### config.mk
export PLATFORM = sky130hd
export DESIGN_NAME = plvs_fifo
export DESIGN_NICKNAME = d
export VERILOG_FILES = /design/src/hdl/plvs_pkg.sv /design/src/hdl/plvs_fifo.sv
export SDC_FILE = /design/constraint.sdc
export NUM_CORES = 1
export LEC_CHECK = 0
export BUFFER_PORTS_ARGS = -buffer_cell sky130_fd_sc_hd__buf_2
export CAP_MARGIN = 20
export CORE_ASPECT_RATIO = 1.25
export CORE_MARGIN = 2
export CORE_UTILIZATION = 57
export DETAILED_ROUTE_END_ITERATION = 10
export PLACE_DENSITY = 0.79
export SYNTH_ARGS = -nofsm -noshare
export SYNTH_HDL_FRONTEND = slang
export SYNTH_SLANG_ARGS = --single-unit
### constraint.sdc
create_clock -name clk_i -period 4.55 [get_ports clk_i]
set_input_delay 0.455 -clock clk_i [delete_from_list [all_inputs] [get_ports clk_i]]
set_output_delay 0.455 -clock clk_i [all_outputs]
set_load 0.005 [all_outputs]
### src/hdl/plvs_pkg.sv
// shared types and constants of the point light vertex shader
package plvs_pkg;

  localparam int unsigned COORD_BITS_DEF = 24;
  localparam int unsigned COLOR_BITS     = 8;
  localparam int unsigned DIV_STEPS      = 8;
  localparam int unsigned APB_AW         = 5;
  localparam int unsigned APB_DW         = 32;
  localparam int unsigned QUEUE_DEPTH    = 4;

  localparam logic [2:0] REG_LIGHT_X      = 3'd0;
  localparam logic [2:0] REG_LIGHT_Y      = 3'd1;
  localparam logic [2:0] REG_LIGHT_RADIUS = 3'd2;
  localparam logic [2:0] REG_LIGHT_RED    = 3'd3;
  localparam logic [2:0] REG_LIGHT_GREEN  = 3'd4;
  localparam logic [2:0] REG_LIGHT_BLUE   = 3'd5;
  localparam logic [2:0] REG_LIGHT_KIND   = 3'd6;
  localparam logic [2:0] REG_LIGHT_ENABLE = 3'd7;

  typedef struct packed {
    logic [COLOR_BITS-1:0] blue;
    logic [COLOR_BITS-1:0] green;
    logic [COLOR_BITS-1:0] red;
  } rgb_t;

  typedef struct packed {
    rgb_t color;
    logic kind;
    logic enable;
  } light_mode_t;

  typedef struct packed {
    logic full;
    logic empty;
  } queue_stat_t;

endpackage

### src/hdl/plvs_fifo.sv
// short word queue between the front end and the shading pipeline
module plvs_fifo
  import plvs_pkg::*;
#(
  parameter int unsigned W     = 95,
  parameter int unsigned DEPTH = QUEUE_DEPTH
) (
  input  logic         clk_i,
  input  logic         rst_ni,
  input  logic         push_i,
  input  logic [W-1:0] push_data_i,
  input  logic         pop_i,
  output logic [W-1:0] pop_data_o,
  output queue_stat_t  stat_o
);

  localparam int unsigned PW = (DEPTH > 1) ? $clog2(DEPTH) : 1;

  logic [W-1:0]  mem_q [DEPTH];
  logic [PW-1:0] wptr_q, wptr_d, rptr_q, rptr_d;
  logic [PW:0]   cnt_q, cnt_d;
  logic          do_push, do_pop;

  assign stat_o.full  = (cnt_q == (PW+1)'(DEPTH));
  assign stat_o.empty = (cnt_q == '0);
  assign do_push      = push_i && !stat_o.full;
  assign do_pop       = pop_i && !stat_o.empty;
  assign pop_data_o   = mem_q[rptr_q];

  always_comb begin
    wptr_d = wptr_q;
    rptr_d = rptr_q;
    cnt_d  = cnt_q;
    if (do_push) begin
      wptr_d = (wptr_q == PW'(DEPTH-1)) ? '0 : wptr_q + 1'b1;
    end
    if (do_pop) begin
      rptr_d = (rptr_q == PW'(DEPTH-1)) ? '0 : rptr_q + 1'b1;
    end
    case ({do_push, do_pop})
      2'b10:   cnt_d = cnt_q + 1'b1;
      2'b01:   cnt_d = cnt_q - 1'b1;
      default: cnt_d = cnt_q;
    endcase
  end

  always_ff @(posedge clk_i or negedge rst_ni) begin
    if (!rst_ni) begin
      wptr_q <= '0;
      rptr_q <= '0;
      cnt_q  <= '0;
    end else begin
      wptr_q <= wptr_d;
      rptr_q <= rptr_d;
      cnt_q  <= cnt_d;
    end
  end

  always_ff @(posedge clk_i) begin
    if (do_push) begin
      mem_q[wptr_q] <= push_data_i;
    end
  end

endmodule

# Word level (Yosys, flattened, before mapping)

Memories as Yosys holds them, arrays and structs flattened.
Cells that the tools add are included.

Memories: 1
RAM bits: 380
Input port bits: 99
Output and inout bits: 97
Bits in latches: 0
Bits in read-only memories: 0
Flip-flop bits (word level): 7

Shift-type cells: 0
Reductions and logical operators: 6
Muxes and demuxes: 5
Divide/modulo/power cells: 0
Eq/ne operators: 5
Order comparisons: 0
Add/sub/neg operators: 4
Multipliers: 0
Bitwise operators: 0

Memory list:

| name  | words | width | read ports | clocked after Yosys merged registers in | wr ports | line            | text |
|---|---|---|---|---|---|---|---|
| mem_q | 4     | 95    | 1          | 0                                       | 1        | plvs_fifo.sv:19 | `logic [W-1:0] mem_q [DEPTH];` |

Operators with widths:

| kind                                             | number |
|---|---|
| == test 2 bit, second input constant             | 3 |
| one-hot mux 3 bit (2 select lines)               | 1 |
| adder 2 x 1 -> 2 bit, second input constant      | 2 |
| two-way mux 2 bit                                | 2 |
| adder 3 x 1 -> 3 bit, second input constant      | 1 |
| == test 3 bit, second input constant             | 1 |
| zero test 3 bit                                  | 1 |
| subtractor 3 x 1 -> 3 bit, second input constant | 1 |
| == test 2 x 1 -> 1 bit, second input constant    | 1 |
| logical AND 1 bit                                | 2 |
| zero test 1 bit                                  | 2 |
| two-way mux 1 bit                                | 2 |
| nonzero test 2 bit                               | 1 |

# Logic depth before layout (Yosys ltp)

Gate-level depths: netlist of run 1.

Depth after elaboration: 5
Gate-level depth with buffers: 9
Mapped depth without buffers: 9

# Worst setup path before layout of run 1

No wires, ideal clock.

Path kind: register -> register
Start point: reg cnt_q[2]
End point: mem mem_q[0][0] (enable)
Required time: 4.086 ns
Slack: 1.006 ns
Cell stages (with the launch flop): 4
Arrival time: 3.080 ns
Clock period less this slack: 3.544 ns
Buffers on the path: 0
Cell sequence: dfrtp_1 -> nor3b_1 -> nor2b_1 -> and2_1

RTL lines:

| item                     | line            | text |
|---|---|---|
| start: declaration       | plvs_fifo.sv:21 | `logic [PW:0] cnt_q, cnt_d;` |
| start signal: assignment | plvs_fifo.sv:55 | `cnt_q <= cnt_d;` |
| end: declaration         | plvs_fifo.sv:19 |  |

# Worst setup path in the final report of run 1

Start point: reg rptr_q[0]
End point: out pop_data_o[86]

Word-level cells in the longest chain between the ends: 1

Ends and longest elaborated chain:

| item                     | line            | text |
|---|---|---|
| start: declaration       | plvs_fifo.sv:20 | `logic [PW-1:0] wptr_q, wptr_d, rptr_q, rptr_d;` |
| start signal: assignment | plvs_fifo.sv:54 | `rptr_q <= rptr_d;` |
| memory read (4 x 95 bit) | --              |  |
| end: declaration         | plvs_fifo.sv:13 | `output logic [W-1:0] pop_data_o,` |

Every way passes these cells.

==> flow_summary.ini, run 1 <==
[critical_path]
rr_startpoint = cnt_q[2]
cp_top_family = flip-flops
cp_slowest_cell = dfrtp_4
endpoint = pop_data_o[86]
cp.buffers_inverters = 2
cp_cell_sequence = buf_12 -> mux4_2 -> buf_2
critPathLaunch = rptr_q[0]
max_stage_delay_ps = 1020
crit_required_ps = 4090
worstSetupPathType = reg2out
r2r_slack_ps = 1880
crit_cells = 3
worst_setup_path_end_kind = primary output
worstReg2RegEnd = mem_q[3][67]
cp_max_fo = 46
cp_data_arrival_time_ps = 2770
worstRegToRegCells = 4
start_kind = flip-flop

[synthesis]
ys_types = 22
netlist_area_um2 = 14200
ys_seq_area_share_pct = 81.9
avgSynthCellArea_um2 = 26.4
syn_nets = 643
syn_inst = 537
ys_warn_count = 0
ys_seq_elements = 387

[die]
die_h_um = 180
ios = 196
placementRows = 64
dieWidth_um = 145
core_um2 = 24400
die-area_um2 = 26100
start_util_pct = 58.0

[cells_and_area]
fin_cells = 1122
area_delta_synth_final_pct = 17.9
post-route-util_pct = 68.3
drive_above_1_share_pct = 46.2
final_nets = 866
design_area_um2 = 16700
fillers = 1509

[placed_design]
portBuffers = 195
dp.cells = 1051
dpl_cell_area_um2 = 15500
place_hpwl_um = 16800
gp_congestion = 0.749

[pwr]
ir_drop_mv = 0.397
power_mw = 10.8
total_leakage_power_nw = 5.71
powerDensity_nw_per_um2 = 644

[detailed_routing]
post_drt_via_cell_ratio = 5.68
detail-route-antenna-nets = 0
post_drt_wl_per_cell_um = 23.9
vias = 6376
wirelength_um = 26900
drtPass1Iterations = 4
drc = 0
drtIter0Drc = 400

[timing]
clock.fmax_mhz = 310
hold_violations = 0
fin_setup_tns_ps = 0
skew_ps = 8.98
slew_viol_final = 0
tightest_slew_ps = 925
setup_violations = 0
finalCritPeriodShare_pct = 70.9
slew_headroom_pct = 38.3
rsz0062_at_grt = no
period_needed_ps = 3230

[global_routing]
grt-ovfl-total = 0
grt_max_degree = 60
grt_use_met3_pct = 4.53
antenna_found_initial = 11
grt_pass1_vias = 6839
grt_use_met2_pct = 35.8
use_met1_pct = 25.9
top_usage_layer = met2
gr-usage-all-layers_pct = 20.7
grt_pass1_wl_um = 40300

[outcome]
status = finished, final reports clean

[clocking]
cts_max_path_buffers = 3
cts_buffers = 36
cts.htree.levels = 2
cts.repair.resized = 0
clkTransAtPathRegs_ps = 60
cts_tree = done
insertion_delay_ps = 510
clk_root_buffer_cell = clkbuf_16
cts.sink_count = 387

[run]
maxCapViolations = 0

[worst_hold_path]
hold_class = in2reg
==> flip-flops by register name, indices dropped and copies added, names as in the netlist <==
signal and cells:
rptr_q 2, wptr_q 2, mem_q 380, cnt_q 3
==> layout by cell type (no fill, tap or decap) <==
| master | instances |
|---|---|
| buf_12 | 2 |
| dfrtp_4 | 2 |
| clkbuf_8 | 1 |
| mux4_2 | 95 |
| diode_2 | 9 |
| ha_1 | 6 |
| buf_4 | 9 |
| nor2_1 | 3 |
| mux2i_1 | 1 |
| clkinv_1 | 4 |
| xnor2_1 | 1 |
| nand2b_1 | 1 |
| clkinv_2 | 7 |
| nor3b_1 | 1 |
| clkinv_4 | 1 |
| dfrtp_1 | 5 |
| clkbuf_1 | 6 |
| inv_1 | 7 |
| fa_1 | 1 |
| buf_2 | 195 |
| clkinvlp_4 | 1 |
| and2_4 | 4 |
| dlygate4sd3_1 | 1 |
| xor2_1 | 2 |
| nor3_1 | 1 |
| edfxtp_1 | 380 |
| clkbuf_16 | 37 |
| mux2_2 | 4 |
| nor2b_1 | 1 |
| bufinv_16 | 4 |
==> metal layers <==
layer	wire length (um)	up-vias
li1	-	2755
met1	9840	3348
met2	14600	222
met3	1610	49
met4	773	2
met5	11	-
==> Yosys cell counts, drive strengths merged <==
cell type | n | area share (%)
xor2 | 2 | 0.12
nor3 | 1 | 0.035
xnor2 | 1 | 0.062
nor2b | 1 | 0.044
dfrtp | 7 | 1.2
and2 | 4 | 0.18
clkbuf | 4 | 0.11
inv | 7 | 0.19
nand2b | 1 | 0.044
ha | 6 | 0.53
fa | 1 | 0.14
mux4 | 95 | 15
nor2 | 3 | 0.080
nor3b | 1 | 0.053
mux2 | 4 | 0.32
mux2i | 1 | 0.071
edfxtp | 380 | 81
buf | 18 | 1.1
==> timing repair <==
action | CTS | global route
hold endpoints to repair | 7 | 0
setup buffers | 0 | 0
hold buffers | 1 | 0
setup endpoints to repair | 0 | 0
==> final cells by class <==
type	instances	area, um2	share of cell area, %
Multi-Input combinational cell	121	2390	14.3
Timing Repair Buffer	207	1090	6.55
Clock buffer	44	962	5.77
Antenna cell	9	22.5	0.135
Sequential cell	387	11600	69.5
Clock inverter	17	186	1.12
Tap cell	330	413	2.47
Inverter	7	26.3	0.157
==> power breakdown <==
group | switching, mW | internal, mW | leakage (nW) | total [mW]
combinational | 1.33 | 1.41 | 1.59 | 2.74
sequential | 0.388 | 4.71 | 3.56 | 5.10
clock | 1.19 | 1.73 | 0.565 | 2.91
total | 2.90 | 7.85 | 5.71 | 10.8
==> stage by stage <==
stage / worst slack [ps] / hold slack [ps]
final: 1320 / 163
after floorplan: 1010 / 159
after CTS: 1250 / 140
after global routing: 1120 / 142
after detailed placement: 1780 / 307
after global placement: 1820 / 294
==> how the worst min path moves through the flow <==
| stage | from | to | slack, ps | cells past startpoint |
|---|---|---|---|---|
| after floorplan | rst_ni | cnt_q[0] | 160 | 0 |
| after global placement | rst_ni | cnt_q[2] | 290 | 1 |
| after detailed placement | rst_ni | cnt_q[0] | 310 | 1 |
| after CTS | push_data_i[53] | mem_q[3][53] | 140 | 1 |
| after global routing | push_data_i[16] | mem_q[1][16] | 140 | 1 |
| final | push_data_i[3] | mem_q[1][3] | 160 | 1 |
==> logic make-up after synthesis <==
| logic type | Yosys count | share of synthesized area, % |
|---|---|---|
| xor gates and xnor gates | 3 | 0.186 |
| adders and majority gates | 7 | 0.672 |
| muxes | 100 | 15.5 |
| buffers and inverters | 29 | 1.35 |
| DFF | 387 | 81.9 |
| and+or+nand+nor | 11 | 0.433 |
No activity file was read; power rests on OpenSTA's default activity.
==> run 2, diff against run 1 <==
--- a/config.mk
+++ b/config.mk
@@ -5,13 +5,14 @@
 export SDC_FILE = /design/constraint.sdc
 export NUM_CORES = 1
 export LEC_CHECK = 0
+export ABC_AREA = 1
 export BUFFER_PORTS_ARGS = -buffer_cell sky130_fd_sc_hd__buf_2
 export CAP_MARGIN = 20
 export CORE_ASPECT_RATIO = 1.25
 export CORE_MARGIN = 2
-export CORE_UTILIZATION = 57
+export CORE_UTILIZATION = 52
 export DETAILED_ROUTE_END_ITERATION = 10
-export PLACE_DENSITY = 0.79
+export PLACE_DENSITY = 0.76
 export SYNTH_ARGS = -nofsm -noshare
 export SYNTH_HDL_FRONTEND = slang
 export SYNTH_SLANG_ARGS = --single-unit
==> constraint.sdc (replaced) <==
create_clock -name clk_i -period 2.9 [get_ports clk_i]
set_input_delay 0.29 -clock clk_i [delete_from_list [all_inputs] [get_ports clk_i]]
set_output_delay 0.29 -clock clk_i [all_outputs]
set_load 0.005 [all_outputs]
==> flow_summary.ini, run 2 <==
[critical_path]
cp_data_arrival_time_ps = 2130
max_stage_delay_ps = 520
cp_max_fo = 76
cp_slowest_cell = dfrtp_4
start_kind = flip-flop
r2r_slack_ps = 730
cp_cell_sequence = buf_12 -> buf_12 -> nand2_1 -> o211ai_1 -> nand2_1 -> buf_2
crit_required_ps = 2610
worst_setup_path_end_kind = primary output
worstSetupPathType = reg2out

[cells_and_area]
largest_reg_flops = 380
top_register = mem_q
design_area_um2 = 19300
final_nets = 1562
mostFrequentLayoutCells = edfxtp_1, nand2_1, inv_1, buf_2, o211ai_1
layout_commonest_cell = edfxtp_1
drive_above_1_share_pct = 19.7
largestRegisters = mem_q (380), cnt_q (3)
area_delta_synth_final_pct = 22.5

[synthesis]
avgSynthCellArea_um2 = 13.5
yosysMostFrequentCell = edfxtp_1
ys_seq_area_share_pct = 73.5
syn_inst = 1170
synth_edf_count = 380
netlist_area_um2 = 15800
syn_nets = 1276
synth_ff_type = edfxtp_1
ys_async_sr_fraction_pct = 1.81
yosys.area.top_type = edfxtp_1
yosysTopAreaCellShare_pct = 72.4
ys_seq_elements = 387
synthTopCellsByCount = edfxtp_1, nand2_1, inv_1
ys_types = 18
ys_warn_count = 0
yosys-top-cells-area = edfxtp_1, o211ai_1, nand2_1

[clocking]
cts.sink_count = 387
cts_tree = done
clkTransAtPathRegs_ps = 60
cts_max_path_buffers = 3
postCtsSetupBuffers = 0
clk_root_buffer_cell = clkbuf_16
cts_buffers = 38
insertion_delay_ps = 520
cts.repair.resized = 0
ctsHoldBuffers = 96
cts.htree.levels = 2

[detailed_routing]
vias = 9625
post_drt_via_cell_ratio = 5.10
drtIter0Drc = 593
detail-route-antenna-nets = 0
drtPass1Iterations = 5
post_drt_wl_per_cell_um = 16.4
drc = 0
wirelength_um = 31000

[placed_design]
gp_congestion = 0.762
dpl_cell_area_um2 = 17000
portBuffers = 195
place_hpwl_um = 16400

[timing]
tightest_slew_ps = 592
period_needed_ps = 2420
setup_violations = 0
slew_viol_final = 0
hold_violations = 0
timing.hold.ws_ps = 33.0
skew_ps = 7.14
clock.fmax_mhz = 414
rsz0062_at_grt = no
finalCritPeriodShare_pct = 83.4
slew_headroom_pct = 60.5

[pwr]
powerDensity_nw_per_um2 = 975
total_leakage_power_nw = 7.71
ir_drop_mv = 0.807
power_mw = 18.8

[die]
start_util_pct = 52.7
die_h_um = 199
dieWidth_um = 160
placementRows = 71
core_um2 = 29900
die-area_um2 = 31700
ios = 196

[global_routing]
gr-usage-all-layers_pct = 19.5
antenna_found_initial = 0
grt_pass1_vias = 9785
grt_max_degree = 147
grt-ovfl-total = 0
grt_pass1_wl_um = 48600

[run]
maxCapViolations = 0

[worst_hold_path]
hold_class = in2reg

[outcome]
status = finished, final reports clean
==> run 2: critical path, delay by kind of cell (launching register included) <==
kind,cells,cell delay (ps)
buffers and inverters,3,720
DFF,1,520
and+or+nand+nor,2,200
AOI/OAI and AO/OA,1,100
==> run 2: cells by family after synthesis <==
group                      Yosys count  synth area share (%)
DFF                                387                  73.5
and+or+nand+nor                    314                  7.55
buffers and inverters              270                  8.78
AOI/OAI and AO/OA                  191                  9.55
adders and majority gates            7                 0.603
xor gates and xnor gates             1                0.0555
==> run 2: cell type report <==
class,count,area [um2]
Tap cell,401,502
Multi-Input combinational cell,513,2830
Antenna cell,2,5.00
Timing Repair Buffer,310,2230
Fill cell,2109,10600
Sequential cell,387,11600
Clock buffer,47,1050
Clock inverter,23,339
Inverter,206,776
==> run 2: worst paths after layout <==
path / startpoint / endpoint / depth (start not counted)
max: rptr_q[0] / pop_data_o[34] / 6
max in group asynchronous: rst_ni / rptr_q[0] / 2
min: pop_i / rptr_q[1] / 3
min in group asynchronous: rst_ni / rptr_q[1] / 2
max reg2reg: cnt_q[0] / cnt_q[2] / 10
min reg2reg: cnt_q[0] / cnt_q[0] / 1
==> run 2: through the flow <==
step | util (%) | setup TNS [ps] | setup slack, ps | cells
finish | 64.5 | 0 | 483 | 1889
global route | 64.5 | 0 | 333 | 1887
CTS | 64.5 | 0 | 476 | 1887
detailed placement | 56.7 | 0 | 735 | 1721
global placement | 56.7 | 0 | 829 | 1721
floorplan | - | -287620 | -757 | 1170
==> run 2: routing by layer <==
layer	vias to the layer above	track usage [%]	routed length, um
met4	0	7.04	655
met1	4666	22.3	12000
li1	4641	-	-
met3	47	3.61	1700
met2	271	36.6	16700
met5	-	0	0
==> run 2: power breakdown <==
group	total (mW)	switching [mW]	internal, mW
sequential	7.62	0.281	7.34
clock	5.35	1.97	3.37
combinational	5.87	3.70	2.17
total	18.8	5.95	12.9
==> run 3, diff against run 2 <==
--- a/config.mk
+++ b/config.mk
@@ -10,9 +10,9 @@
 export CAP_MARGIN = 20
 export CORE_ASPECT_RATIO = 1.25
 export CORE_MARGIN = 2
-export CORE_UTILIZATION = 52
+export CORE_UTILIZATION = 58
 export DETAILED_ROUTE_END_ITERATION = 10
-export PLACE_DENSITY = 0.76
+export PLACE_DENSITY = 0.8
 export SYNTH_ARGS = -nofsm -noshare
 export SYNTH_HDL_FRONTEND = slang
 export SYNTH_SLANG_ARGS = --single-unit
==> constraint.sdc (replaced) <==
create_clock -name clk_i -period 2.5 [get_ports clk_i]
set_input_delay 0.25 -clock clk_i [delete_from_list [all_inputs] [get_ports clk_i]]
set_output_delay 0.25 -clock clk_i [all_outputs]
set_load 0.005 [all_outputs]
==> flow_summary.ini, run 3 (same netlist as run 2, synthesis figures left out) <==
[outcome]
status = finished, final reports clean

[die]
core_um2 = 26700
ios = 196
die_h_um = 188
dieWidth_um = 151
die-area_um2 = 28500
placementRows = 67
start_util_pct = 59.0

[clocking]
cts.htree.levels = 2
clkTransAtPathRegs_ps = 60
cts.repair.resized = 0
insertion_delay_ps = 510
cts_buffers = 36
postCtsSetupBuffers = 0
clk_root_buffer_cell = clkbuf_16
cts_tree = done
cts.sink_count = 387
cts_max_path_buffers = 3

[critical_path]
rr_startpoint = cnt_q[0]
worstReg2RegEnd = cnt_q[2]
r2r_slack_ps = 570
worstSetupPathType = reg2out
cp_max_fo = 34
crit_required_ps = 2250
start_kind = flip-flop
worst_setup_path_end_kind = primary output
worstRegToRegCells = 10
cp_data_arrival_time_ps = 2020

[timing]
setup_violations = 0
tightest_slew_ps = 680
period_needed_ps = 2270
clock.fmax_mhz = 441
rsz0062_at_grt = no
slew_viol_final = 0
fin_setup_tns_ps = 0
finalCritPeriodShare_pct = 90.7
timing.hold.ws_ps = 64.9
hold_violations = 0
slew_headroom_pct = 54.7
worst_slack_ps = 231
skew_ps = 9.93

[detailed_routing]
drtIter0Drc = 552
detail-route-antenna-nets = 0
wl_met1_um = 12300
wirelength_um = 31700
dr_wl_met3_um = 1980
drc = 0
drtPass1Iterations = 5
wl_met2_um = 16400
post_drt_wl_per_cell_um = 17.3
vias = 9620
post_drt_via_cell_ratio = 5.26
routed.top_layer = met5

[run]
maxCapViolations = 0

[cells_and_area]
top_register = mem_q
drive_above_1_share_pct = 19.7
largestRegisters = mem_q (380), cnt_q (3)
post-route-util_pct = 71.2
layout_commonest_cell = edfxtp_1
fin_cells = 1830
area_delta_synth_final_pct = 20.8
design_area_um2 = 19000
final_nets = 1564
mostFrequentLayoutCells = edfxtp_1, nand2_1, inv_1, buf_2, o211ai_1
largest_reg_flops = 380

[global_routing]
grt-ovfl-total = 0
gr-usage-all-layers_pct = 22.6
grt_max_degree = 105
grt_pass1_vias = 9892
antenna_found_initial = 6
grt_pass1_wl_um = 49500

[worst_hold_path]
holdPathEnd = wptr_q[1]
hold_start = push_i
hold_class = in2reg
whs_path_depth = 3

[placed_design]
dp.cells = 1668
gp_congestion = 0.803
dpl_cell_area_um2 = 17000
place_hpwl_um = 18000
dpl_worst_slack_ps = 589
portBuffers = 195

[pwr]
powerDensity_nw_per_um2 = 1100
ir_drop_mv = 0.710
total_leakage_power_nw = 7.61
power_mw = 20.9
run 3: changes by cell type in the layout (fill, tap and decap cells not counted), moves of 2 or more:
cell / change
buf_12: +3
clkinv_1: -2
clkbuf_1: -2
clkinv_2: +5
bufinv_16: -7
clkbuf_16: -4
diode_2: +2
run 3: final cells by class:
cell class | count | area, um2
Antenna cell | 4 | 10.0
Clock buffer | 41 | 941
Clock inverter | 20 | 154
Fill cell | 1676 | 7690
Inverter | 206 | 776
Multi-Input combinational cell | 513 | 2840
Sequential cell | 387 | 11600
Tap cell | 345 | 432
Timing Repair Buffer | 314 | 2300
run 3: how the worst max path moves through the flow:
stage | endpoint | from | slack [ps] | cells past startpoint
after floorplan | mem_q[2][0] | wptr_q[0] | 0.7 | 4
after global placement | cnt_q[2] | cnt_q[1] | 670 | 10
after detailed placement | cnt_q[2] | cnt_q[0] | 590 | 10
after CTS | pop_data_o[1] | rptr_q[1] | 210 | 5
after global routing | pop_data_o[28] | rptr_q[1] | 100 | 5
final | pop_data_o[2] | rptr_q[1] | 230 | 5
run 3: layer usage:
metal / track usage (%) / up-vias
li1: - / 4640
met1: 26.4 / 4582
met2: 40.7 / 308
met3: 4.67 / 86
met4: 8.34 / 4
met5: 0 / -
run 3: power breakdown:
part	switching (mW)	internal, mW
sequential	0.331	8.51
clock	2.22	2.91
combinational	4.38	2.59
run 3: timing repair:
item                                   in CTS  in global routing
endpoints found under the hold margin     388                  0
setup endpoints to repair                   0                  0
hold buffers                               97                  0
run 3: critical path: stages, from the launching register on:
cell      delay (ps)
dfrtp_4          490
inv_4            360
buf_4            310
o211ai_1         120
nand2_1          100
buf_2            120
