**src/hdl/plvs_pkg.sv**
```systemverilog
// shared types and constants of the point light vertex shader
package plvs_pkg;

  localparam int unsigned COORD_BITS_DEF = 24;
  localparam int unsigned COLOR_BITS     = 8;
  localparam int unsigned DIV_STEPS      = 8;
  localparam int unsigned APB_AW         = 5;
  localparam int unsigned APB_DW         = 32;
  localparam int unsigned QUEUE_DEPTH    = 4;

  localparam logic [2:0] REG_LIGHT_X      = 3'd0;
  localparam logic [2:0] REG_LIGHT_Y      = 3'd1;
  localparam logic [2:0] REG_LIGHT_RADIUS = 3'd2;
  localparam logic [2:0] REG_LIGHT_RED    = 3'd3;
  localparam logic [2:0] REG_LIGHT_GREEN  = 3'd4;
  localparam logic [2:0] REG_LIGHT_BLUE   = 3'd5;
  localparam logic [2:0] REG_LIGHT_KIND   = 3'd6;
  localparam logic [2:0] REG_LIGHT_ENABLE = 3'd7;

  typedef struct packed {
    logic [COLOR_BITS-1:0] blue;
    logic [COLOR_BITS-1:0] green;
    logic [COLOR_BITS-1:0] red;
  } rgb_t;

  typedef struct packed {
    rgb_t color;
    logic kind;
    logic enable;
  } light_mode_t;

  typedef struct packed {
    logic full;
    logic empty;
  } queue_stat_t;

endpackage

```
**src/hdl/plvs_front.sv**
```systemverilog
// front end: takes input words, forms axis offsets and classifies reach
module plvs_front
  import plvs_pkg::*;
#(
  parameter int unsigned COORD_BITS = COORD_BITS_DEF,
  parameter int unsigned IN_W       = 96,
  parameter int unsigned QW         = 95
) (
  input  logic                  clk_i,
  input  logic                  rst_ni,
  input  logic                  s_axis_tvalid,
  output logic                  s_axis_tready,
  input  logic [IN_W-1:0]       s_axis_tdata,
  input  light_mode_t           mode_i,
  input  logic [COORD_BITS-1:0] light_x_i,
  input  logic [COORD_BITS-1:0] light_y_i,
  input  logic [COORD_BITS-2:0] light_radius_i,
  input  queue_stat_t           stat_i,
  output logic                  push_o,
  output logic [QW-1:0]         push_data_o
);

  localparam int unsigned C = COORD_BITS;

  logic          v_q, v_d;
  logic [QW-1:0] data_q, data_d;

  logic [C-1:0]   px, py;
  rgb_t           vert, base;
  logic [C:0]     dx, dy, ax, ay;
  logic [C+1:0]   by;
  logic           elig;

  always_comb begin
    px   = s_axis_tdata[C-1:0];
    py   = s_axis_tdata[2*C-1:C];
    vert = s_axis_tdata[2*C+3*COLOR_BITS-1:2*C];
    base = s_axis_tdata[2*C+6*COLOR_BITS-1:2*C+3*COLOR_BITS];
    dx   = {light_x_i[C-1], light_x_i} - {px[C-1], px};
    dy   = {light_y_i[C-1], light_y_i} - {py[C-1], py};
    ax   = dx[C] ? (~dx + 1'b1) : dx;
    ay   = dy[C] ? (~dy + 1'b1) : dy;
    by   = mode_i.kind ? {ay, 1'b0} : {1'b0, ay};
    elig = mode_i.enable && (light_radius_i != '0) &&
           (ax[C:C-1] == '0) && (by[C+1:C-1] == '0);
    data_d = {elig, base, vert, by[C-2:0], ax[C-2:0]};
  end

  assign s_axis_tready = !v_q || !stat_i.full;
  assign push_o        = v_q && !stat_i.full;
  assign push_data_o   = data_q;

  always_comb begin
    v_d = v_q;
    if (s_axis_tready) begin
      v_d = s_axis_tvalid;
    end
  end

  always_ff @(posedge clk_i or negedge rst_ni) begin
    if (!rst_ni) begin
      v_q <= 1'b0;
    end else begin
      v_q <= v_d;
    end
  end

  always_ff @(posedge clk_i) begin
    if (s_axis_tready && s_axis_tvalid) begin
      data_q <= data_d;
    end
  end

endmodule

```
**config.mk**
```make
export PLATFORM = sky130hd
export DESIGN_NAME = plvs_front
export DESIGN_NICKNAME = d
export VERILOG_FILES = /design/src/hdl/plvs_pkg.sv /design/src/hdl/plvs_front.sv
export SDC_FILE = /design/constraint.sdc
export NUM_CORES = 1
export LEC_CHECK = 0
export BUFFER_PORTS_ARGS = -buffer_cell sky130_fd_sc_hd__buf_2
export CAP_MARGIN = 20
export CORE_UTILIZATION = 55
export DETAILED_ROUTE_END_ITERATION = 8
export HOLD_SLACK_MARGIN = 0.02
export PLACE_DENSITY = 0.92
export SYNTH_ARGS = -nofsm -noshare
export SYNTH_HDL_FRONTEND = slang
export SYNTH_SLANG_ARGS = --single-unit
```
**constraint.sdc**
```tcl
create_clock -name clk_i -period 7.5 [get_ports clk_i]
set_clock_uncertainty 0.15 [all_clocks]
set_input_delay 0.375 -clock clk_i [delete_from_list [all_inputs] [get_ports clk_i]]
set_output_delay 0.375 -clock clk_i [all_outputs]
set_load 0.01 [all_outputs]
```
# --- Word level (Yosys, flattened, before mapping) ---
# Index checks and enable logic that the tools add are counted.
totals:
  reg_bits: 96
  in_bits: 198
  out_inout_bits: 97
  wordCells: 23
op_classes:
  add_sub_neg: 4
  n_mux: 3
  bitwise_logic: 2
  n_reduce_logical: 11
op_table:
  columns: ["op", "n"]
  rows:
  - ["$add 25x1->25 const B", 2]
  - ["$mux 25", 2]
  - ["$not 25->25", 2]
  - ["$sub 24x24->25", 2]
  - ["$mux 26", 1]
  - ["$reduce_bool 23->1", 1]
  - ["$logic_and 1x1->1", 5]
  - ["$logic_not 3->1", 1]
  - ["$logic_not 1->1", 2]
  - ["$logic_not 2->1", 1]
  - ["$logic_or 1x1->1", 1]

# --- Depth between registers and ports, before layout ---
# Gate-level depths: netlist of run 1.
logic_depth:
  ltp_word: 7
  ltp_mapped: 15
  depth_no_buf: 14

# --- Worst setup path after synthesis of run 1 ---
# No wires, ideal clock.
synth_timing:
  path_kind: "input -> register"
  from: "input port light_x_i[0]"
  to: "register data_q[94] (netlist: push_data_o[94]), data pin"
  arrival_ns: 3.428
  slack_ns: 3.731
  stages: 14
  n_path_buf: 0
  path_cell_list: "inv_1 -> ha_1 -> inv_1 -> fa_1 -> a21o_1 -> a221oi_2 -> o221ai_1 -> nand2_1 -> xor2_1 -> or3b_2 -> nor4_4 -> a31oi_1 -> xnor2_1 -> a2111oi_2"
synth_between:
  elab_chain_cells: 7
synth_rtl:
  columns: ["element", "line_no", "rtl"]
  rows:
  - ["start: declaration", "plvs_front.sv:15", "input logic [COORD_BITS-1:0] light_x_i,"]
  - ["$sub 24x24->25 *", "plvs_front.sv:39", "dx = {light_x_i[C-1], light_x_i} - {px[C-1], px};"]
  - ["$not 25->25", "plvs_front.sv:41", "ax = dx[C] ? (~dx + 1'b1) : dx;"]
  - ["$add 25x1->25", "plvs_front.sv:41", null]
  - ["$mux 25 *", "plvs_front.sv:41", null]
  - ["$logic_not 2->1 *", "plvs_front.sv:45", "(ax[C:C-1] == '0) && (by[C+1:C-1] == '0);"]
  - ["$logic_and 1x1->1 *", "plvs_front.sv:44", "elig = mode_i.enable && (light_radius_i != '0) &&"]
  - ["$logic_and 1x1->1 *", "plvs_front.sv:45", null]
  - ["via elig", "plvs_front.sv:32", "logic elig;"]
  - ["end signal: assignment", "plvs_front.sv:70", "data_q <= data_d;"]
  - ["end: declaration", "plvs_front.sv:26", "logic [QW-1:0] data_q, data_d;"]
# The timed path passes the listed nets; every way through them passes the cells marked *.
# A chain may end at the register's enable or synchronous reset.

# --- Worst setup path in the final report of run 1 ---
# Same ends and word-level chain as after synthesis.

==> flow_metrics.tcl, run 1 <==
set metrics [dict create \
    vias 7438 \
    final_cells 1267 \
    drv_slew 0 \
    synthCells 837 \
    cts_buffer_depth 2 \
    dp_hpwl_um 16400 \
    worst_ep_arrival_time_ps 3920 \
    ir_drop_mv 0.109 \
    cts.sinks 96 \
    relSlewSlack_pct 39.4 \
    cp_max_fo 4 \
    syn_to_final_growth_pct 22.3 \
    wire_per_inst_um 15.9 \
    diodes 0 \
    fp.dieH_um 121 \
    clkTransAtPathRegs_ps 80 \
    synth_warnings 0 \
    outcome "completed" \
    totalNegativeSetupSlack_ps 0 \
    endpoint_kind "flop" \
    async_flop_share_pct 1.04 \
    io_pins 295 \
    p_int_mw 1.19 \
    clkPwrFrac_pct 24.0 \
    ys_seq_area_share_pct 37.0 \
    cts_root_buf "clkbuf_16" \
    rsz0062_at_grt "no" \
    place_inst 1250 \
    grt_max_degree 50 \
    clock_latency_ps 330 \
    finalHoldViolations 0 \
    gp_congestion 0.898 \
    ys_ff_latch 96 \
    layout-drive-gt1-share_pct 28.5 \
    period_needed_ps 3930 \
    period_share_pct 52.4 \
    power_per_cell_area_nw_per_um2 191 \
    overflow 0 \
    grt_pass1_vias 6767 \
    cts_hold_buf 1 \
    p_seq_share_pct 38.0 \
    wirelength_um 20100 \
    dr.pass1.iters 5 \
    design.die.area_sq_um 14600 \
    cp-start-kind "input port" \
    port_buffers 269 \
    max_slew.worst_pin.slew_ps 909 \
    synth_edf_count 95 \
    leakage_nw 4.31 \
    p_comb_share_pct 38.0 \
    max_cap_violations 0 \
    synthTopCellsByArea "edfxtp_1, ha_1, xnor2_1, a21oi_1, inv_1" \
    switching_power_mw 0.630 \
    coreArea_sq_um 13800 \
    drc 0 \
    fp-row-count 43 \
    initial_utilization_pct 56.2 \
    die_x_um 121 \
    cts_made_buffers 9 \
    power.total_mw 1.82 \
    postCtsSetupBuffers 0 \
    layout.nets 1332 \
    cts_tree "done" \
    grt_first_pass_wirelength_um 31500 \
    worstHoldPathType "in -> reg" \
    ys_types 77 \
    cts.htree.levels 3 \
    p_sw_share_pct 34.7 \
    ant_nets 0 \
    postSynthAreaPerCell_sq_um 9.29 \
    syn-cell-area_sq_um 7770 \
    ctsResizeCount 0 \
    cp_data_required_time_ps 7490 \
    routed_via_density 5.87 \
    antenna_found_initial 0 \
    yosys_most_used_dff "edfxtp_1" \
    crit_type "in -> reg" \
    synth.net_count 1087 \
    drt_iter0_markers 659 \
    fmax_ghz 0.255 \
    hold_ws_ps 56.2 \
    grt_use_total_pct 27.0 \
    setup_viol 0 \
    yosys.area.top_type "edfxtp_1" \
    synthDominantCellAreaShare_pct 36.7 \
]
per-layer routing:
metal	track usage, %	routed length (um)	vias to the layer above
li1	-	-	3629
met1	33.9	8360	3458
met5	0	0	-
met3	4.42	1240	37
met4	6.64	407	0
met2	48.2	10100	314
final timing paths:
path                                        from  depth (start not counted)  slack (ps)                        end
min in group asynchronous                 rst_ni                          2         210            v_q$_DFFE_PN0N_
worst max register to register   v_q$_DFFE_PN0N_                          3        5310  push_data_o[25]$_DFFE_PP_
max in group asynchronous                 rst_ni                          2        6900            v_q$_DFFE_PN0N_
worst max-delay path                light_x_i[0]                         15        3570  push_data_o[94]$_DFFE_PP_
worst min-delay path            s_axis_tdata[91]                          1          60  push_data_o[89]$_DFFE_PP_
worst min register to register   v_q$_DFFE_PN0N_                          2         390            v_q$_DFFE_PN0N_
cells in the mapped netlist, types with 7 or more instances:
| cell | n |
|---|---|
| or3_1 | 7 |
| o211ai_1 | 14 |
| and2_1 | 9 |
| nand3_1 | 22 |
| mux2i_1 | 13 |
| and3_1 | 11 |
| nor2_1 | 62 |
| nor2b_1 | 9 |
| o31ai_1 | 7 |
| edfxtp_1 | 95 |
| a21o_1 | 30 |
| and4_1 | 7 |
| xor2_1 | 26 |
| a211oi_1 | 9 |
| o21ai_0 | 37 |
| nand4_1 | 11 |
| a21oi_1 | 63 |
| nor3_1 | 22 |
| nand2_1 | 60 |
| xnor2_1 | 44 |
| nor4_1 | 7 |
| clkbuf_1 | 30 |
| inv_1 | 68 |
| o21a_1 | 10 |
| ha_1 | 50 |
state kept, by name (all words and copies together) (netlist names):
register / flops
push_data_o: 95
v_q: 1
metrics by stage:
step | cell area (sq um) | setup slack, ps | utilization, %
after floorplan | 7770 | 3730 | -
after global placement | 9210 | 3270 | 66.6
after detailed placement | 9210 | 3240 | 66.6
after CTS | 9510 | 3580 | 68.8
after global routing | 9510 | 3320 | 68.8
final | 9510 | 3570 | 68.8
power by group through the flow:
stage,registers (mW),logic [mW],clock network [mW]
2_1_floorplan,0.727,0.453,0
3_3_place_gp,0.698,0.659,0
3_5_place_dp,0.701,0.683,0
4_1_cts,0.690,0.686,0.441
5_1_grt,0.693,0.761,0.465
6_report,0.689,0.690,0.436
layout make-up:
cell class | instances | area, sq um
Timing Repair Buffer | 272 | 1370
Clock inverter | 7 | 61.3
Clock buffer | 9 | 225
Multi-Input combinational cell | 635 | 4490
Inverter | 68 | 255
Fill cell | 1110 | 4320
Tap cell | 180 | 225
Sequential cell | 96 | 2880
logic make-up after synthesis:
| family | share of synthesized area (%) |
|---|---|
| adder cells (fa/ha/maj) | 8.56 |
| flip-flops | 37.0 |
| multiplexers | 1.82 |
| AO/OA/AOI/OAI | 21.8 |
| XOR/XNOR | 8.24 |
| AND/OR/NAND/NOR | 17.4 |
| buffers and inverters | 5.22 |
critical path, stage by stage:
cell,delay [ps]
buf_2,90
inv_1,50
ha_1,180
inv_1,60
fa_1,390
a21o_1,210
a221oi_2,390
o221ai_1,270
nand2_1,140
xor2_1,230
or3b_2,540
nor4_4,370
a31oi_1,150
xnor2_1,160
a2111oi_2,320
placed cells by master, fill, tap and decap left out, types with 26 or more instances in the layout:
master      n
buf_2     269
edfxtp_1   95
inv_1      68
a21oi_1    63
nor2_1     62
nand2_1    60
ha_1       50
xnor2_1    44
o21ai_0    37
a21o_1     30
xor2_1     26
Power figures use the tool's default switching activity.
==> run 2, diff against run 1 <==
--- a/config.mk
+++ b/config.mk
@@ -7,10 +7,10 @@
 export LEC_CHECK = 0
 export BUFFER_PORTS_ARGS = -buffer_cell sky130_fd_sc_hd__buf_2
 export CAP_MARGIN = 20
-export CORE_UTILIZATION = 55
+export CORE_UTILIZATION = 46
 export DETAILED_ROUTE_END_ITERATION = 8
 export HOLD_SLACK_MARGIN = 0.02
-export PLACE_DENSITY = 0.92
+export PLACE_DENSITY = 0.83
 export SYNTH_ARGS = -nofsm -noshare
 export SYNTH_HDL_FRONTEND = slang
 export SYNTH_SLANG_ARGS = --single-unit
==> constraint.sdc (replaced) <==
create_clock -name clk_i -period 3.6 [get_ports clk_i]
set_clock_uncertainty 0.15 [all_clocks]
set_input_delay 0.18 -clock clk_i [delete_from_list [all_inputs] [get_ports clk_i]]
set_output_delay 0.18 -clock clk_i [all_outputs]
set_load 0.01 [all_outputs]
==> run 2 against run 1 <==
Against the previous run:
- register-to-register slack got worse by 3600 ps
- die area rose by 19%
- global-route usage fell by 3.1 points
- sequential share of layout area fell by 3.2 points
- setup slack got worse by 3400 ps
- final area rose by 12%
- sequential power rose by 110%
- combinational power rose by 140%
- routed wire length rose by 6.6%
==> flow_metrics.tcl, run 2 (synthesized netlist as in run 1, its figures left out) <==
set metrics [dict create \
    fillers 1305 \
    power_per_cell_area_nw_per_um2 381 \
    clkPwrFrac_pct 24.2 \
    dp_hpwl_um 16200 \
    setup_viol 0 \
    worstHoldEndpoint "push_data_o[23]$_SDFFCE_PP0P_" \
    p_int_mw 2.70 \
    die_x_um 132 \
    hold_ws_ps 224 \
    finalHoldViolations 0 \
    wire_per_inst_um 15.1 \
    hold_depth 3 \
    leakage_nw 4.87 \
    routed_via_density 5.44 \
    max_cap_violations 0 \
    cts.htree.levels 3 \
    max_slew.worst_pin.slew_ps 563 \
    r2r_end "push_data_o[31]$_DFFE_PP_" \
    vias 7753 \
    critPathMaxStageDelay_ps 510 \
    p_sw_share_pct 33.5 \
    fmax_ghz 0.293 \
    syn_to_final_growth_pct 36.9 \
    rrSetupSlack_ps 1720 \
    initial_utilization_pct 47.0 \
    final_cell_mix "buf_2, edfxtp_1, inv_1" \
    layout.nets 1449 \
    outcome "completed" \
    dr.pass1.iters 7 \
    switching_power_mw 1.36 \
    timing.rr.start "v_q$_DFFE_PN0N_" \
    fp-row-count 47 \
    power.total_mw 4.06 \
    grt_use_total_pct 24.0 \
    ir_drop_mv 0.366 \
    cp_max_fo 3 \
    worst_ep_arrival_time_ps 3400 \
    drv_slew 0 \
    relSlewSlack_pct 61.5 \
    grt_first_pass_wirelength_um 34100 \
    crit_chain "buf_2 > inv_1 > ha_1 > inv_1 > fa_1 > a21o_1 > a221oi_2 > xnor2_1 > or4_1 > nor4b_4 > nand2_1 > nor4_4 > a31oi_1 > xnor2_1 > a2111oi_2" \
    multiInputGateArea_sq_um 4510 \
    cp_data_required_time_ps 3580 \
    cp-start-kind "input port" \
    period_needed_ps 3410 \
    wirelength_um 21400 \
    cts.sinks 96 \
    postCtsSetupBuffers 0 \
    cts_root_buf "clkbuf_16" \
    drt_iter0_markers 601 \
    largest_reg_flops 95 \
    gp_congestion 0.909 \
    clkTransAtPathRegs_ps 70 \
    utilization_pct 64.4 \
    p_seq_share_pct 35.4 \
    grt_pass1_vias 7231 \
    ant_nets 0 \
    grt_max_degree 96 \
    overflow 0 \
    totalNegativeSetupSlack_ps 0 \
    rsz0062_at_grt "no" \
    crit_type "in -> reg" \
    endpoint_kind "flop" \
    regArea_sq_um 2880 \
    port_buffers 269 \
    p_comb_share_pct 40.5 \
    worstHoldStart "s_axis_tdata[24]" \
    cp_slowest_cell "or4_1" \
    drc 0 \
    clock_latency_ps 330 \
    final_common_cell "buf_2" \
    place_inst 1355 \
    design.die.area_sq_um 17400 \
    fp.dieH_um 132 \
    cts_buffer_depth 2 \
    layout-drive-gt1-share_pct 31.4 \
    final_cells 1424 \
    period_share_pct 94.8 \
    worstHoldPathType "in -> reg" \
    cts_made_buffers 9 \
    io_pins 295 \
    antenna_found_initial 0 \
    coreArea_sq_um 16500 \
    worstRegToRegCells 3 \
    cts_tree "done" \
    diodes 0 \
]
[run 2: cell types whose count changed in the layout (fill, tap and decap cells not counted), sizes merged]
cell	change
buf	+66
bufinv	+1
dlygate4sd3	+51
inv	-1
[run 2: how the worst max path moves through the flow]
| stage | to | cells after the start | slack [ps] | from |
|---|---|---|---|---|
| after floorplan | push_data_o[94]$_DFFE_PP_ | 14 | 30 | light_x_i[0] |
| after global placement | push_data_o[94]$_DFFE_PP_ | 15 | -110 | light_x_i[0] |
| after detailed placement | push_data_o[94]$_DFFE_PP_ | 15 | -210 | light_x_i[0] |
| after CTS | push_data_o[94]$_DFFE_PP_ | 15 | 130 | light_x_i[0] |
| after global routing | push_data_o[94]$_DFFE_PP_ | 15 | 20 | light_x_i[0] |
| final | push_data_o[94]$_DFFE_PP_ | 15 | 190 | light_x_i[0] |
[run 2: through the flow]
| stage | setup slack, ps | area [sq um] |
|---|---|---|
| 3_5_place_dp | -206 | 9760 |
| 4_1_cts | 128 | 10600 |
| 5_1_grt | 16.7 | 10600 |
| 2_1_floorplan | 26.3 | 7770 |
| 3_3_place_gp | -108 | 9760 |
| 6_report | 186 | 10600 |
[run 2: cell type report]
type | instances | share of cell area [%]
Timing Repair Buffer | 389 | 22.6
Sequential cell | 96 | 27.1
Multi-Input combinational cell | 635 | 42.4
Inverter | 68 | 2.40
Tap cell | 220 | 2.59
Clock buffer | 9 | 2.12
Clock inverter | 7 | 0.847
[run 2: critical path, delay by kind of cell]
kind | cells | cell delay [ps]
xor+xnor | 2 | 270
simple gates | 4 | 1220
compound gates | 4 | 1000
buf+inv | 3 | 200
fa+ha+maj | 2 | 530
[run 2: power groups by stage]
stage | clock (mW) | combinational, mW | sequential (mW)
global placement | 0 | 1.52 | 1.45
floorplan | 0 | 0.945 | 1.51
CTS | 0.996 | 1.61 | 1.43
global route | 1.05 | 1.80 | 1.44
detailed placement | 0 | 1.56 | 1.46
finish | 0.981 | 1.64 | 1.44
[run 2: routing by layer]
layer,wire [um],track usage (%),vias up
li1,-,-,3858
met1,8870,29.6,3539
met2,10600,43.1,318
met3,1450,3.42,38
met4,524,7.36,0
met5,0,0,-
[run 2: repair_timing]
item                                    in CTS  in global routing
gates resized for setup                      0                  3
endpoints found under the setup margin       0                  1
hold buffers                                52                  0
endpoints found under the hold margin       50                  0
==> run 3, diff against run 2 <==
--- a/config.mk
+++ b/config.mk
@@ -10,6 +10,7 @@
 export CORE_UTILIZATION = 46
 export DETAILED_ROUTE_END_ITERATION = 8
 export HOLD_SLACK_MARGIN = 0.02
+export MAX_ROUTING_LAYER = met4
 export PLACE_DENSITY = 0.83
 export SYNTH_ARGS = -nofsm -noshare
 export SYNTH_HDL_FRONTEND = slang
==> constraint.sdc (replaced) <==
create_clock -name clk_i -period 3.6 [get_ports clk_i]
set_clock_uncertainty 0.15 [all_clocks]
set_input_delay 0.18 -clock clk_i [delete_from_list [all_inputs] [get_ports clk_i]]
set_output_delay 0.18 -clock clk_i [all_outputs]
set_load 0.05 [all_outputs]
==> run 3 against run 2 <==
Against the previous run:
- setup slack lost 16 ps
- die area is the same
- global-route usage rose by 0.43 points
- first-iteration DRC count decreased by 6.8%
- sequential share of layout area about the same
- count of clock-buffer cells in the layout up 1
==> flow_metrics.tcl, run 3 (synthesized netlist as in run 1, its figures left out) <==
set metrics [dict create \
    outcome "completed" \
    ant_nets 0 \
    utilization_pct 64.5 \
    critPathMaxStageDelay_ps 600 \
    dr.pass1.iters 5 \
    r2r_end "push_data_o[32]$_DFFE_PP_" \
    worstRegToRegCells 3 \
    grt_use_total_pct 24.4 \
    wire_per_inst_um 14.9 \
    dp_hpwl_um 16400 \
    period_share_pct 95.3 \
    drt_iter0_markers 560 \
    diodes 0 \
    worst_ep_arrival_time_ps 3420 \
    design.die.area_sq_um 17400 \
    cts_root_buf "clkbuf_16" \
    crit_chain "buf_2 > inv_1 > ha_1 > inv_1 > fa_1 > a21o_1 > a21oi_1 > xnor2_1 > or4_1 > nor4b_2 > nand2_1 > nor4_4 > a31oi_1 > xnor2_1 > a2111oi_2" \
    cts_buffer_depth 2 \
    cp_max_fo 3 \
    die_x_um 132 \
    grtUsageMet3_pct 2.85 \
    worstHoldStart "s_axis_tdata[0]" \
    crit_type "in -> reg" \
    antenna_found_initial 0 \
    layout-drive-gt1-share_pct 31.5 \
    initial_utilization_pct 47.0 \
    gp_congestion 0.911 \
    cts.sinks 96 \
    switching_power_mw 1.68 \
    crit_family "simple AND/OR/NAND/NOR gates" \
    fmax_ghz 0.292 \
    wirelength_um 21200 \
    drv_slew 0 \
    place_area_sq_um 9800 \
    cts.htree.levels 3 \
    leakage_nw 4.87 \
    fp-row-count 47 \
    met1_usage_pct 29.5 \
    finalHoldViolations 0 \
    syn_to_final_growth_pct 37.1 \
    grt_max_degree 52 \
    hold_ws_ps 160 \
    grt_pass1_vias 7086 \
    coreArea_sq_um 16500 \
    cp_data_required_time_ps 3590 \
    period_needed_ps 3430 \
    final_common_cell "buf_2" \
    p_sw_share_pct 38.4 \
    clkTransAtPathRegs_ps 80 \
    relSlewSlack_pct 56.6 \
    overflow 0 \
    grt_busiest_layer "met2" \
    port_buffers 269 \
    layout.nets 1451 \
    final_area_sq_um 10700 \
    postCtsSetupBuffers 0 \
    largest_reg_flops 95 \
    power_per_cell_area_nw_per_um2 411 \
    endpoint_kind "flop" \
    clock_latency_ps 330 \
    p_int_mw 2.70 \
    timing.rr.start "v_q$_DFFE_PN0N_" \
    cp-start-kind "input port" \
    io_pins 295 \
    p_comb_share_pct 45.0 \
    cts_made_buffers 9 \
    fp.dieH_um 132 \
    cp_num_buf_inv 3 \
    drc 0 \
    use_met2_pct 42.4 \
    worstHoldEndpoint "push_data_o[0]$_DFFE_PP_" \
    worstHoldPathType "in -> reg" \
    vias 7733 \
    ir_drop_mv 0.293 \
    routed_via_density 5.42 \
    clkPwrFrac_pct 22.2 \
    final_cells 1426 \
    final_cell_mix "buf_2, edfxtp_1, inv_1, buf_4, a21oi_1" \
    rrSetupSlack_ps 1650 \
    cp_slowest_cell "or4_1" \
    hold_depth 3 \
    max_slew.worst_pin.slew_ps 634 \
    p_seq_share_pct 32.8 \
    place_inst 1358 \
    cts_tree "done" \
    max_cap_violations 0 \
    grt_first_pass_wirelength_um 33400 \
    setup_viol 0 \
]
==> run 3: routing by layer <==
layer	wire (um)	vias to the layer above
li1	-	3863
met1	9080	3557
met2	10500	274
met3	1120	39
met4	499	0
met5	0	-
==> run 3: metrics by stage <==
stage          setup WS, ps  setup TNS [ps]  power [mW]
6_report                170               0        4.38
4_1_cts                93.1               0        4.36
3_3_place_gp           -109            -109        3.31
5_1_grt               -75.2           -75.2        4.60
3_5_place_dp           -236            -642        3.35
2_1_floorplan          26.3               0        2.78
==> run 3: worst min-delay path, stage by stage <==
cell	delay, ps
buf_2	80
ha_1	170
inv_1	60
==> run 3: how the worst max path moves through the flow <==
stage | from | endpoint | depth (start not counted)
floorplan | light_x_i[0] | push_data_o[94]$_DFFE_PP_ | 14
global placement | light_x_i[0] | push_data_o[94]$_DFFE_PP_ | 15
CTS | light_x_i[0] | push_data_o[94]$_DFFE_PP_ | 15
finish | light_x_i[0] | push_data_o[94]$_DFFE_PP_ | 15
global route | light_x_i[0] | push_data_o[94]$_DFFE_PP_ | 15
detailed placement | light_x_i[0] | push_data_o[94]$_DFFE_PP_ | 15
==> run 3: timing repair <==
item	in CTS	in global routing
resized for setup	0	5
hold buffers	52	0
hold endpoints to repair	50	0
setup endpoints to repair	0	1
==> run 3: power groups by stage <==
stage          logic (mW)  registers [mW]  clock network, mW
6_report             1.97            1.44              0.971
5_1_grt              2.13            1.45               1.02
4_1_cts              1.94            1.43              0.980
3_5_place_dp         1.89            1.46                  0
3_3_place_gp         1.85            1.45                  0
2_1_floorplan       0.950            1.83                  0
==> run 3: final cells by class <==
class | count | area (sq um)
clock inverter | 6 | 73.8
timing repair buffer | 391 | 2420
multi-input combinational | 635 | 4530
inverter | 68 | 255
tap | 220 | 275
clock buffer | 10 | 229
fill | 1315 | 5870
sequential | 96 | 2880
